## src/c2s_pkg.sv

```systemverilog
// Package for the Cartesian to spherical converter: word types, widths and constants.
// Holds the arctangent table and the CORDIC gain constant. It depends on nothing else.
package c2s_pkg;

	localparam int COORD_BITS = 24;
	localparam int FRAC_BITS  = 8;
	localparam int DATA_W     = COORD_BITS + FRAC_BITS + 3;
	localparam int ANGLE_W    = 32;
	localparam int OUT_W      = 24;
	localparam int ATAN_DEPTH = 32;

	localparam logic [31:0] GAIN_Q32 = 32'd2608131497;
	localparam logic [ANGLE_W-1:0] HALF_TURN = 32'h8000_0000;
	localparam logic signed [OUT_W-1:0] LAT_MAX = 24'sd4194304;
	localparam logic signed [OUT_W-1:0] LAT_MIN = -24'sd4194304;

	localparam logic [ANGLE_W-1:0] ATAN_TAB [ATAN_DEPTH] = '{
		32'd536870912, 32'd316933406, 32'd167458907, 32'd85004756,
		32'd42667331,  32'd21354465,  32'd10679838,  32'd5340245,
		32'd2670163,   32'd1335087,   32'd667544,    32'd333772,
		32'd166886,    32'd83443,     32'd41722,     32'd20861,
		32'd10430,     32'd5215,      32'd2608,      32'd1304,
		32'd652,       32'd326,       32'd163,       32'd81,
		32'd41,        32'd20,        32'd10,        32'd5,
		32'd3,         32'd1,         32'd1,         32'd0
	};

	typedef struct packed {
		logic signed [COORD_BITS-1:0] x_coord;
		logic signed [COORD_BITS-1:0] y_coord;
		logic signed [COORD_BITS-1:0] z_coord;
	} point_t;

	typedef struct packed {
		logic        [OUT_W-1:0] radius;
		logic signed [OUT_W-1:0] longitude;
		logic signed [OUT_W-1:0] latitude;
		logic                    zero_radius;
	} result_t;

	typedef struct packed {
		logic                         three_d;
		logic                         zero_pt;
		logic                         vertical;
		logic signed [COORD_BITS-1:0] y_coord;
		logic        [ANGLE_W-1:0]    ang1;
		logic signed [DATA_W-1:0]     mag1;
	} side_t;

	typedef struct packed {
		logic signed [DATA_W-1:0]  a;
		logic signed [DATA_W-1:0]  b;
		logic        [ANGLE_W-1:0] ang;
		side_t                     side;
	} stage_t;

endpackage

```

## src/c2s_cordic_cell.sv

```systemverilog
// One CORDIC vectoring micro-rotation cell with its pipeline register.
// Uses the stage word type and the arctangent table from c2s_pkg.
module c2s_cordic_cell import c2s_pkg::*; #(
	parameter int STAGE = 0
) (
	input  logic   clk,
	input  logic   arst_n,
	input  logic   en,
	input  logic   src_valid,
	input  stage_t src,
	output logic   dst_valid,
	output stage_t dst
);

	logic signed [DATA_W-1:0] sa;
	logic signed [DATA_W-1:0] sb;
	stage_t                   nxt;
	logic                     valid_s1;
	stage_t                   data_s1;

	assign sa = src.a >>> STAGE;
	assign sb = src.b >>> STAGE;

	always_comb begin
		nxt = src;
		if (!src.b[DATA_W-1]) begin
			nxt.a   = src.a + sb;
			nxt.b   = src.b - sa;
			nxt.ang = src.ang + ATAN_TAB[STAGE];
		end else begin
			nxt.a   = src.a - sb;
			nxt.b   = src.b + sa;
			nxt.ang = src.ang - ATAN_TAB[STAGE];
		end
	end

	always_ff @(posedge clk or negedge arst_n) begin
		if (!arst_n) begin
			valid_s1 <= 1'b0;
		end else if (en) begin
			valid_s1 <= src_valid;
		end
	end

	always_ff @(posedge clk) begin
		if (en) begin
			data_s1 <= nxt;
		end
	end

	assign dst_valid = valid_s1;
	assign dst       = data_s1;

endmodule

```

## config.mk

```make
export PLATFORM = sky130hd
export DESIGN_NAME = c2s_cordic_cell
export DESIGN_NICKNAME = d
export VERILOG_FILES = /design/src/c2s_pkg.sv /design/src/c2s_cordic_cell.sv
export SDC_FILE = /design/constraint.sdc
export NUM_CORES = 1
export LEC_CHECK = 0
export BUFFER_PORTS_ARGS = -buffer_cell sky130_fd_sc_hd__buf_4
export CAP_MARGIN = 20
export CORE_MARGIN = 2
export CORE_UTILIZATION = 40
export CTS_BUF_LIST = sky130_fd_sc_hd__clkbuf_4 sky130_fd_sc_hd__clkbuf_8
export DETAILED_ROUTE_END_ITERATION = 7
export PLACE_DENSITY = 0.76
export SLEW_MARGIN = 0
export SYNTH_ARGS = -nofsm -noshare
export SYNTH_HDL_FRONTEND = slang
export SYNTH_SLANG_ARGS = --single-unit
```

## constraint.sdc

```tcl
create_clock -name clk -period 0.8 [get_ports clk]
set_input_delay 0.12 -clock clk [delete_from_list [all_inputs] [get_ports clk]]
set_output_delay 0.12 -clock clk [all_outputs]
set_load 0.02 [all_outputs]
```

==> out/qor.yml <==
logic_synthesis:
  ys_seq_area_share_pct: 47.08
  ys_warn_count: 0
  syn-cell-area_mm2: 0.01249
  synthFlopType: "edfxtp_1"
  synth-async-reset-ratio_pct: 0.5102
  synth_nets: 1514
  syn_area_per_cell_um2: 10.36
  yosys.area.top_type_share_pct: 46.88
  ys_ff_latch: 196
  yosys-top-cells-count: "edfxtp_1 (195), a21oi_1 (114), ha_1 (104)"
  yosysMostFrequentCell: "edfxtp_1"
  ys_types: 74
  synth_area_leaders: "edfxtp_1 (47%), ha_1 (10%), a21oi_1 (4.6%)"
  synth_edf_count: 195
  yosys.area.top_type: "edfxtp_1"
  synthCells: 1206
clocking:
  cts_buffer_depth: 2
  cts_tree: "yes"
  clk_latency_ns: 0.52
  cts_root_buf: "clkbuf_8"
  cts_buffers: 17
  htreeDepth: 4
  cts_sinks: 196
  clkSlewWorstSetupHoldPaths_ns: 0.14
drt:
  antenna_left: 0
  drt_wl_total_um: 62410
  avgRoutedWirePerCell_um: 24.52
  vias: 14300
  drt_pass1_iterations: 6
  viasPerCell: 5.618
  drt_iter0_markers: 1236
  drc: 0
final_layout:
  postLayoutCoreUtil_pct: 77.60
  area_delta_synth_final_pct: 90.55
  post-route-cell-area_mm2: 0.02380
  seq_area_mm2: 0.005882
  nets: 2432
  fillCellCount: 1809
  layout-drive-gt1-share_pct: 53.58
  multi_input_area_mm2: 0.007854
  final_cells: 2545
pwr:
  vdd_drop_max_v: 0.0009151
  design_power_total_mw: 37.27
  p_leak_nw: 10.27
  power-per-cell-area_mw_per_mm2: 1566
global_routing:
  grt_pass1_wl_um: 88000
  antenna_found_initial: 8
  grt_usage_pct: 35.33
  grt_max_degree: 27
  grt_pass1_vias: 14710
  gr-total-overflow: 0
timing:
  fmax_mhz: 403.8
  hold_viol: 0
  grt_setup_unrepaired: "true"
  setup_violations: 265
  setup_ws_ns: -1.677
  hold_ws_ns: 0.03695
  clock_skew_ns: 0
  slew_headroom_pct: 51.77
  period_needed_ns: 2.477
  maxSlewViolCount: 0
  tightestPinTransition_ns: 0.7184
  fin_crit_sh_pct: 309.6
place:
  placed_area_mm2: 0.01967
  globalplace.congestion: 0.9676
  port_buffers: 396
  post-dp-hpwl_um: 41990
  dp.cells: 2338
worst_setup_path:
  path_max_fanout: 4
  worstSetupPathType: "in2reg"
  end_kind: "flop"
  startpoint_type: "primary input"
  cp.arrival_ns: 2.75
  critical_path_required_ns: 1.07
floorplan:
  io_pins: 397
  core.rowCount: 64
  die_area_mm2: 0.03265
  die_y_um: 180.7
  core_area_mm2: 0.03067
  die_w_um: 180.7
  initial_core_util_pct: 40.72
status:
  status: "complete, but fails checks"
  violations: "setup timing"
hold_path:
  hp-class: "in2reg"
flow_run:
  maxCapViolCount: 0
==> placed cells by master, fill, tap and decap left out, types with 18 or more instances in the layout <==
cell,Yosys,routed
ha_1,104,73
edfxtp_1,195,195
a21oi_1,114,68
a21o_1,21,20
a21oi_2,0,34
buf_12,0,23
inv_1,103,76
xnor2_1,55,45
ha_4,0,28
buf_4,4,549
dlygate4sd3_1,0,127
o21ai_0,76,33
nor2_1,77,65
buf_6,0,245
nand2_1,73,61
clkbuf_8,0,18
==> where the power goes <==
part	internal, mW	leakage (nW)	switching (mW)
clock network	2.60	0.195	4.45
logic	8.28	8.15	8.39
registers	12.8	1.92	0.777
total	23.7	10.3	13.6
==> state kept, by name, indices dropped and copies added, names as in the netlist <==
name,count
dst,195
dst_valid,1
==> layer usage <==
| metal | vias to the layer above | part of all wire (%) | track usage, % |
|---|---|---|---|
| li1 | 6267 | - | - |
| met1 | 6893 | 35 | 38.55 |
| met2 | 882 | 51 | 65.55 |
| met3 | 257 | 7.2 | 6.612 |
| met4 | 0 | 6.6 | 16.90 |
| met5 | - | 0 | 0 |
==> final timing paths <==
path | startpoint | endpoint | slack, ns | depth (start not counted)
max in group asynchronous | arst_n | dst_valid | 0.17 | 3
worst max register to register | dst_valid | dst_valid | -0.13 | 2
worst min-delay path | src[123] | dst[123] | 0.04 | 3
worst min register to register | dst_valid | dst_valid | 0.67 | 2
min in group asynchronous | arst_n | dst_valid | 0.52 | 3
worst max-delay path | src[127] | dst[147] | -1.68 | 13
==> per-stage QoR <==
step / setup WS [ns] / TNS (ns)
2_1_floorplan: -1.635 / -78.06
3_3_place_gp: -1.995 / -131.87
3_5_place_dp: -2.037 / -133.77
4_1_cts: -1.326 / -147.40
5_1_grt: -1.709 / -164.14
6_report: -1.677 / -155.47
==> worst max-delay path: stages <==
cell        delay (ns)
buf_8             0.08
clkinvlp_4        0.11
buf_6             0.14
ha_4              0.27
nor2b_4           0.05
o311ai_4          0.33
a211oi_4          0.15
o31ai_4           0.35
nand2_4           0.14
a31oi_2           0.18
buf_4             0.15
o21ai_2           0.07
xnor2_1           0.59
==> final cells by class <==
cell class,count,share of cell area [%]
diodes,12,0.1262
clock buffers,18,1.015
clock inverters,14,0.6204
inverters,103,1.819
multi-input cells,855,33.00
flip-flops and latches,196,24.71
well taps,396,2.082
repair buffers,951,36.62
==> what timing repair did <==
| action | in CTS | in global routing |
|---|---|---|
| resized for setup | 425 | 96 |
| gates cloned | 0 | 0 |
| endpoints found under the hold margin | 126 | 0 |
| buffers inserted | 27 | 23 |
| setup endpoints to repair | 267 | 266 |
| hold buffers | 127 | 0 |
| pin swaps | 136 | 91 |
==> logic make-up after synthesis <==
logic type	after synthesis	synth area share (%)
compound gates	373	19.28
simple gates	292	11.62
flops	196	47.08
buf+inv	155	5.019
fa+ha+maj	108	11.06
xor+xnor	65	4.558
mux	17	1.372
Power figures use the tool's default switching activity.
