File: config.mk
export PLATFORM = sky130hd
export DESIGN_NAME = c2s_gain
export DESIGN_NICKNAME = d
export VERILOG_FILES = /design/src/c2s_pkg.sv /design/src/c2s_gain.sv
export SDC_FILE = /design/constraint.sdc
export NUM_CORES = 2
export LEC_CHECK = 0
export BUFFER_PORTS_ARGS = -buffer_cell sky130_fd_sc_hd__buf_2
export CAP_MARGIN = 0
export CELL_PAD_IN_SITES_DETAIL_PLACEMENT = 0
export CELL_PAD_IN_SITES_GLOBAL_PLACEMENT = 1
export CORE_MARGIN = 3
export CORE_UTILIZATION = 45
export CTS_CLUSTER_SIZE = 16
export DETAILED_ROUTE_END_ITERATION = 8
export PLACE_DENSITY = 0.83
export SLEW_MARGIN = 40
export SYNTH_ARGS = -nofsm -noshare
export SYNTH_HDL_FRONTEND = slang
export SYNTH_SLANG_ARGS = --single-unit
File: constraint.sdc
create_clock -name clk -period 7 [get_ports clk]
set_clock_uncertainty 0.05 [all_clocks]
set_input_delay 0.35 -clock clk [delete_from_list [all_inputs] [get_ports clk]]
set_output_delay 0.35 -clock clk [all_outputs]
set_load 0.01 [all_outputs]
File: src/c2s_pkg.sv
// Package for the Cartesian to spherical converter: word types, widths and constants.
// Holds the arctangent table and the CORDIC gain constant. It depends on nothing else.
package c2s_pkg;

	localparam int COORD_BITS = 24;
	localparam int FRAC_BITS  = 8;
	localparam int DATA_W     = COORD_BITS + FRAC_BITS + 3;
	localparam int ANGLE_W    = 32;
	localparam int OUT_W      = 24;
	localparam int ATAN_DEPTH = 32;

	localparam logic [31:0] GAIN_Q32 = 32'd2608131497;
	localparam logic [ANGLE_W-1:0] HALF_TURN = 32'h8000_0000;
	localparam logic signed [OUT_W-1:0] LAT_MAX = 24'sd4194304;
	localparam logic signed [OUT_W-1:0] LAT_MIN = -24'sd4194304;

	localparam logic [ANGLE_W-1:0] ATAN_TAB [ATAN_DEPTH] = '{
		32'd536870912, 32'd316933406, 32'd167458907, 32'd85004756,
		32'd42667331,  32'd21354465,  32'd10679838,  32'd5340245,
		32'd2670163,   32'd1335087,   32'd667544,    32'd333772,
		32'd166886,    32'd83443,     32'd41722,     32'd20861,
		32'd10430,     32'd5215,      32'd2608,      32'd1304,
		32'd652,       32'd326,       32'd163,       32'd81,
		32'd41,        32'd20,        32'd10,        32'd5,
		32'd3,         32'd1,         32'd1,         32'd0
	};

	typedef struct packed {
		logic signed [COORD_BITS-1:0] x_coord;
		logic signed [COORD_BITS-1:0] y_coord;
		logic signed [COORD_BITS-1:0] z_coord;
	} point_t;

	typedef struct packed {
		logic        [OUT_W-1:0] radius;
		logic signed [OUT_W-1:0] longitude;
		logic signed [OUT_W-1:0] latitude;
		logic                    zero_radius;
	} result_t;

	typedef struct packed {
		logic                         three_d;
		logic                         zero_pt;
		logic                         vertical;
		logic signed [COORD_BITS-1:0] y_coord;
		logic        [ANGLE_W-1:0]    ang1;
		logic signed [DATA_W-1:0]     mag1;
	} side_t;

	typedef struct packed {
		logic signed [DATA_W-1:0]  a;
		logic signed [DATA_W-1:0]  b;
		logic        [ANGLE_W-1:0] ang;
		side_t                     side;
	} stage_t;

endpackage

File: src/c2s_gain.sv
// Two-stage CORDIC gain compensation: the magnitude times the gain constant, floored.
// Uses the stage word type and the gain constant from c2s_pkg.
module c2s_gain import c2s_pkg::*; (
	input  logic   clk,
	input  logic   arst_n,
	input  logic   en,
	input  logic   src_valid,
	input  stage_t src,
	output logic   dst_valid,
	output stage_t dst
);

	localparam int SPLIT_W = $bits(GAIN_Q32);
	localparam int HI_W    = DATA_W - 1 - SPLIT_W;

	logic [2*SPLIT_W-1:0]    lo_prod_s1;
	logic [HI_W-1:0]         hi_s1;
	logic                    neg_s1;
	stage_t                  hold_s1;
	logic                    valid_s1;
	logic [HI_W+SPLIT_W-1:0] hi_prod;
	logic [DATA_W-1:0]       mag_sum;
	stage_t                  nxt;
	stage_t                  data_s2;
	logic                    valid_s2;

	always_ff @(posedge clk) begin
		if (en) begin
			lo_prod_s1 <= src.a[SPLIT_W-1:0] * GAIN_Q32;
			hi_s1      <= src.a[DATA_W-2:SPLIT_W];
			neg_s1     <= src.a[DATA_W-1];
			hold_s1    <= src;
		end
	end

	always_comb begin
		hi_prod = hi_s1 * GAIN_Q32;
		mag_sum = DATA_W'(hi_prod) + DATA_W'(lo_prod_s1[2*SPLIT_W-1:SPLIT_W]);
		nxt     = hold_s1;
		nxt.a   = neg_s1 ? '0 : signed'(mag_sum);
	end

	always_ff @(posedge clk) begin
		if (en) begin
			data_s2 <= nxt;
		end
	end

	always_ff @(posedge clk or negedge arst_n) begin
		if (!arst_n) begin
			valid_s1 <= 1'b0;
			valid_s2 <= 1'b0;
		end else if (en) begin
			valid_s1 <= src_valid;
			valid_s2 <= valid_s1;
		end
	end

	assign dst_valid = valid_s2;
	assign dst       = data_s2;

endmodule

==> impl_results.md <==
- Die H: approximately 280 um
- Synth top area cells: edfxtp_1 36%, fa_1 30%, ha_1 16%
- R2R cell count: 14
- Critical Path Start Type: input pin
- Slowest cell on crit path: fa_1
- Width of the die: ~280 um
- Most frequent cells in the layout: 747 x inv_1, 494 x fa_1, 418 x ha_1
- Pin count of the biggest net entering global routing: 123
- Grt met3 use: 0.0516
- Final worst slack: 0.149 ns
- Grt peak-use layer: met2
- Delay of the slowest cell on the worst path: 0.57 ns
- First-pass DRT Iterations: 5
- Gr usage total: 0.234
- Initial DRC count: 1,220
- Top cell type by total area after synthesis: edfxtp_1
- CTS tree: yes
- Worst-margin pin slew: about 0.72 ns
- Worst-path clk slew: 0.06 ns
- Dominant synthesized flop cell: edfxtp_1
- HP Class: in -> reg
- ANT nets after route: 0
- Share of the synthesized area in the top cell type: 0.357
- Normalized max-slew margin: 0.520
- Register area share after synthesis: 0.359
- CP most frequent cell: fa_1
- Initial cell density of the core: 0.457
- Post-Synthesis Cell Area: between 30,000 and 40,000 um2
- Port-buffer cells: around 400
- Final-report hold violation count: 0
- Pre-CTS setup slack: -0.363 ns
- Crit share post-route: 0.979
- GR Util met2: 0.393
- Final setup viols: 0
- Layout Cells excl Fill: 4,359
- Worst r2r src: hi_s1[1]
- Routed vias: 21,235
- Global placement routability congestion: 0.958
- Vias in the first global route: approximately 23,000
- WL final: 88.9 mm
- Asr flop ratio synth: 0.00509
- Max-cap viol count: 0
- Clock Sinks: 393
- Crit end category: flop
- Core area: roughly 72,000 um2
- WHS Path Cells: 1
- First-pass GRT wire length: around 130 mm
- Minimum clock period: 6.85 ns
- Crit path cell chain: buf_2, ha_1, fa_1, inv_1, fa_1, fa_1, inv_1, fa_1, fa_1, fa_1, inv_1, fa_1, inv_1, ha_1, a21o_1, a311o_1, a211oi_1, buf_4, nand2_1, or3_4, a31oi_4, o31a_1, o21ai_2, xor2_1
- Area growth, synth to finish: 23.5%
- Largest fanout on the critical path: 5
- Share of cells above drive strength 1: 0.212
- CTS root buf: clkbuf_16
- Number of synthesized flops with an enable pin: 391
- Post-DR wirelength/cell: 20.4 um
- Commonest non-fill, non-tap cell in the layout: inv_1
- CP required: 7.23 ns
- Syn Area/Cell: 12.8 um2
- Fmax: roughly 0.15 GHz
- Crit path from: src[176]
- Fin. max-slew vios: 0
- WS Path Type: in -> reg
- Final core utilization: 0.564
- Die ar.: about 76,000 um2
- Status: complete, no violations
- Via density: 4.87
- Global routing usage on met1: 0.304
- HPWL after detailed placement: 75.5 mm
- FP Rows: 98
- Gate count after technology mapping: between 2,000 and 3,000
- H-tree Lvls: 2
- Unique masters post-synth: 70
- # DRC: 0
- Initial antenna violation count: 4
- Remaining global-route overflow: 0
- Placed cells: 4,132
- Io pins: 397
- Final net count: roughly 4,500
- Worst skew pair latency: 0.54 ns
- Synth Warn #: 0
- RSZ-0062 raised after global routing: no
- Inserted Clock Buffers: 36
- Clk buf depth: 3
- Post-synthesis register bit count: 393
- Critical path arrival: 7.08 ns
- Hold_sp: src[82]
- Net count after synthesis: between 3,000 and 4,000
sequential cells by signal (all words and copies together), names as in the netlist:
register,flops
dst,195
dst_valid,1
hi_s1,2
hold_s1,161
lo_prod_s1,32
neg_s1,1
valid_s1,1
repair_timing:
item                                   CTS  global route
hold buffers                           156             0
buffers inserted                         0             0
gates resized for setup                  0             5
setup endpoints to repair                0             8
endpoints found under the hold margin  157             0
kinds of logic after synthesis:
family,count (synthesis),share of synthesized area
compound gates,232,0.0479
simple gates,199,0.0292
xor+xnor,59,0.0157
fa+ha+maj,912,0.460
buf+inv,765,0.0877
other cells,1,0.000114
flops,393,0.359
mux,3,0.00103
cell type report:
cell class / count / area, um2
Antenna cell: 5 / 12.5
Clock buffer: 43 / 927
Clock inverter: 22 / 253
Fill cell: 6014 / 31400
Inverter: 748 / 2810
Multi-Input combinational cell: 1406 / 18200
Sequential cell: 393 / 11800
Tap cell: 950 / 1190
Timing Repair Buffer: 792 / 5410
layer usage:
metal  vias to the layer above  wire length (um)
met5                         -                 0
met4                         0              2860
met3                       111              6350
met2                       668             43200
met1                     10600             36500
li1                       9856                 -
worst paths after layout:
check / to / slack, ns
worst min-delay path: hold_s1[82] / 0.02
worst max-delay path: lo_prod_s1[59] / 0.15
min in group asynchronous: dst_valid / 0.13
max in group asynchronous: valid_s1 / 6.66
worst max register to register: dst[192] / 3.24
worst min register to register: dst[83] / 0.35
Yosys cell counts, drive strengths merged, types with 2 or more instances:
| master | count |
|---|---|
| a21o | 38 |
| a31oi | 10 |
| o22ai | 3 |
| nand3b | 2 |
| xor2 | 23 |
| a211oi | 3 |
| buf | 6 |
| o31a | 3 |
| nor2 | 68 |
| xnor2 | 36 |
| edfxtp | 391 |
| nand3 | 20 |
| a311o | 2 |
| dfrtp | 2 |
| a221oi | 8 |
| ha | 418 |
| and3 | 9 |
| a211o | 2 |
| and2 | 6 |
| o2111ai | 3 |
| mux2 | 3 |
| o211ai | 2 |
| and4 | 4 |
| a22oi | 2 |
| inv | 748 |
| o21a | 6 |
| nand2b | 5 |
| nand4 | 15 |
| nor3 | 6 |
| o21bai | 9 |
| a21oi | 75 |
| fa | 494 |
| a31o | 5 |
| clkbuf | 11 |
| nand2 | 49 |
| or3 | 3 |
| a41oi | 2 |
| a311oi | 3 |
| o21ai | 45 |
| nor2b | 8 |
through the flow:
stage / setup TNS, ns / cell area, um2 / hold WS, ns
after detailed placement: -5.34 / 37800 / 0.0992
after global placement: -4.24 / 37800 / 0.0865
final: 0 / 40600 / 0.0247
after floorplan: 0 / 32900 / 0.00441
after global routing: 0 / 40600 / 0.000899
after CTS: 0 / 40600 / 0.00676
worst max-delay path: cells and delay by family:
| family | cells | cell delay (ns) |
|---|---|---|
| buffers and inverters | 6 | 0.57 |
| xor gates and xnor gates | 1 | 0.15 |
| AOI/OAI and AO/OA | 6 | 1.22 |
| and+or+nand+nor | 2 | 0.43 |
| adders and majority gates | 9 | 4.36 |
Power is not shown: default switching activity piles up to over one toggle a cycle in this logic, so the estimate is an artifact.
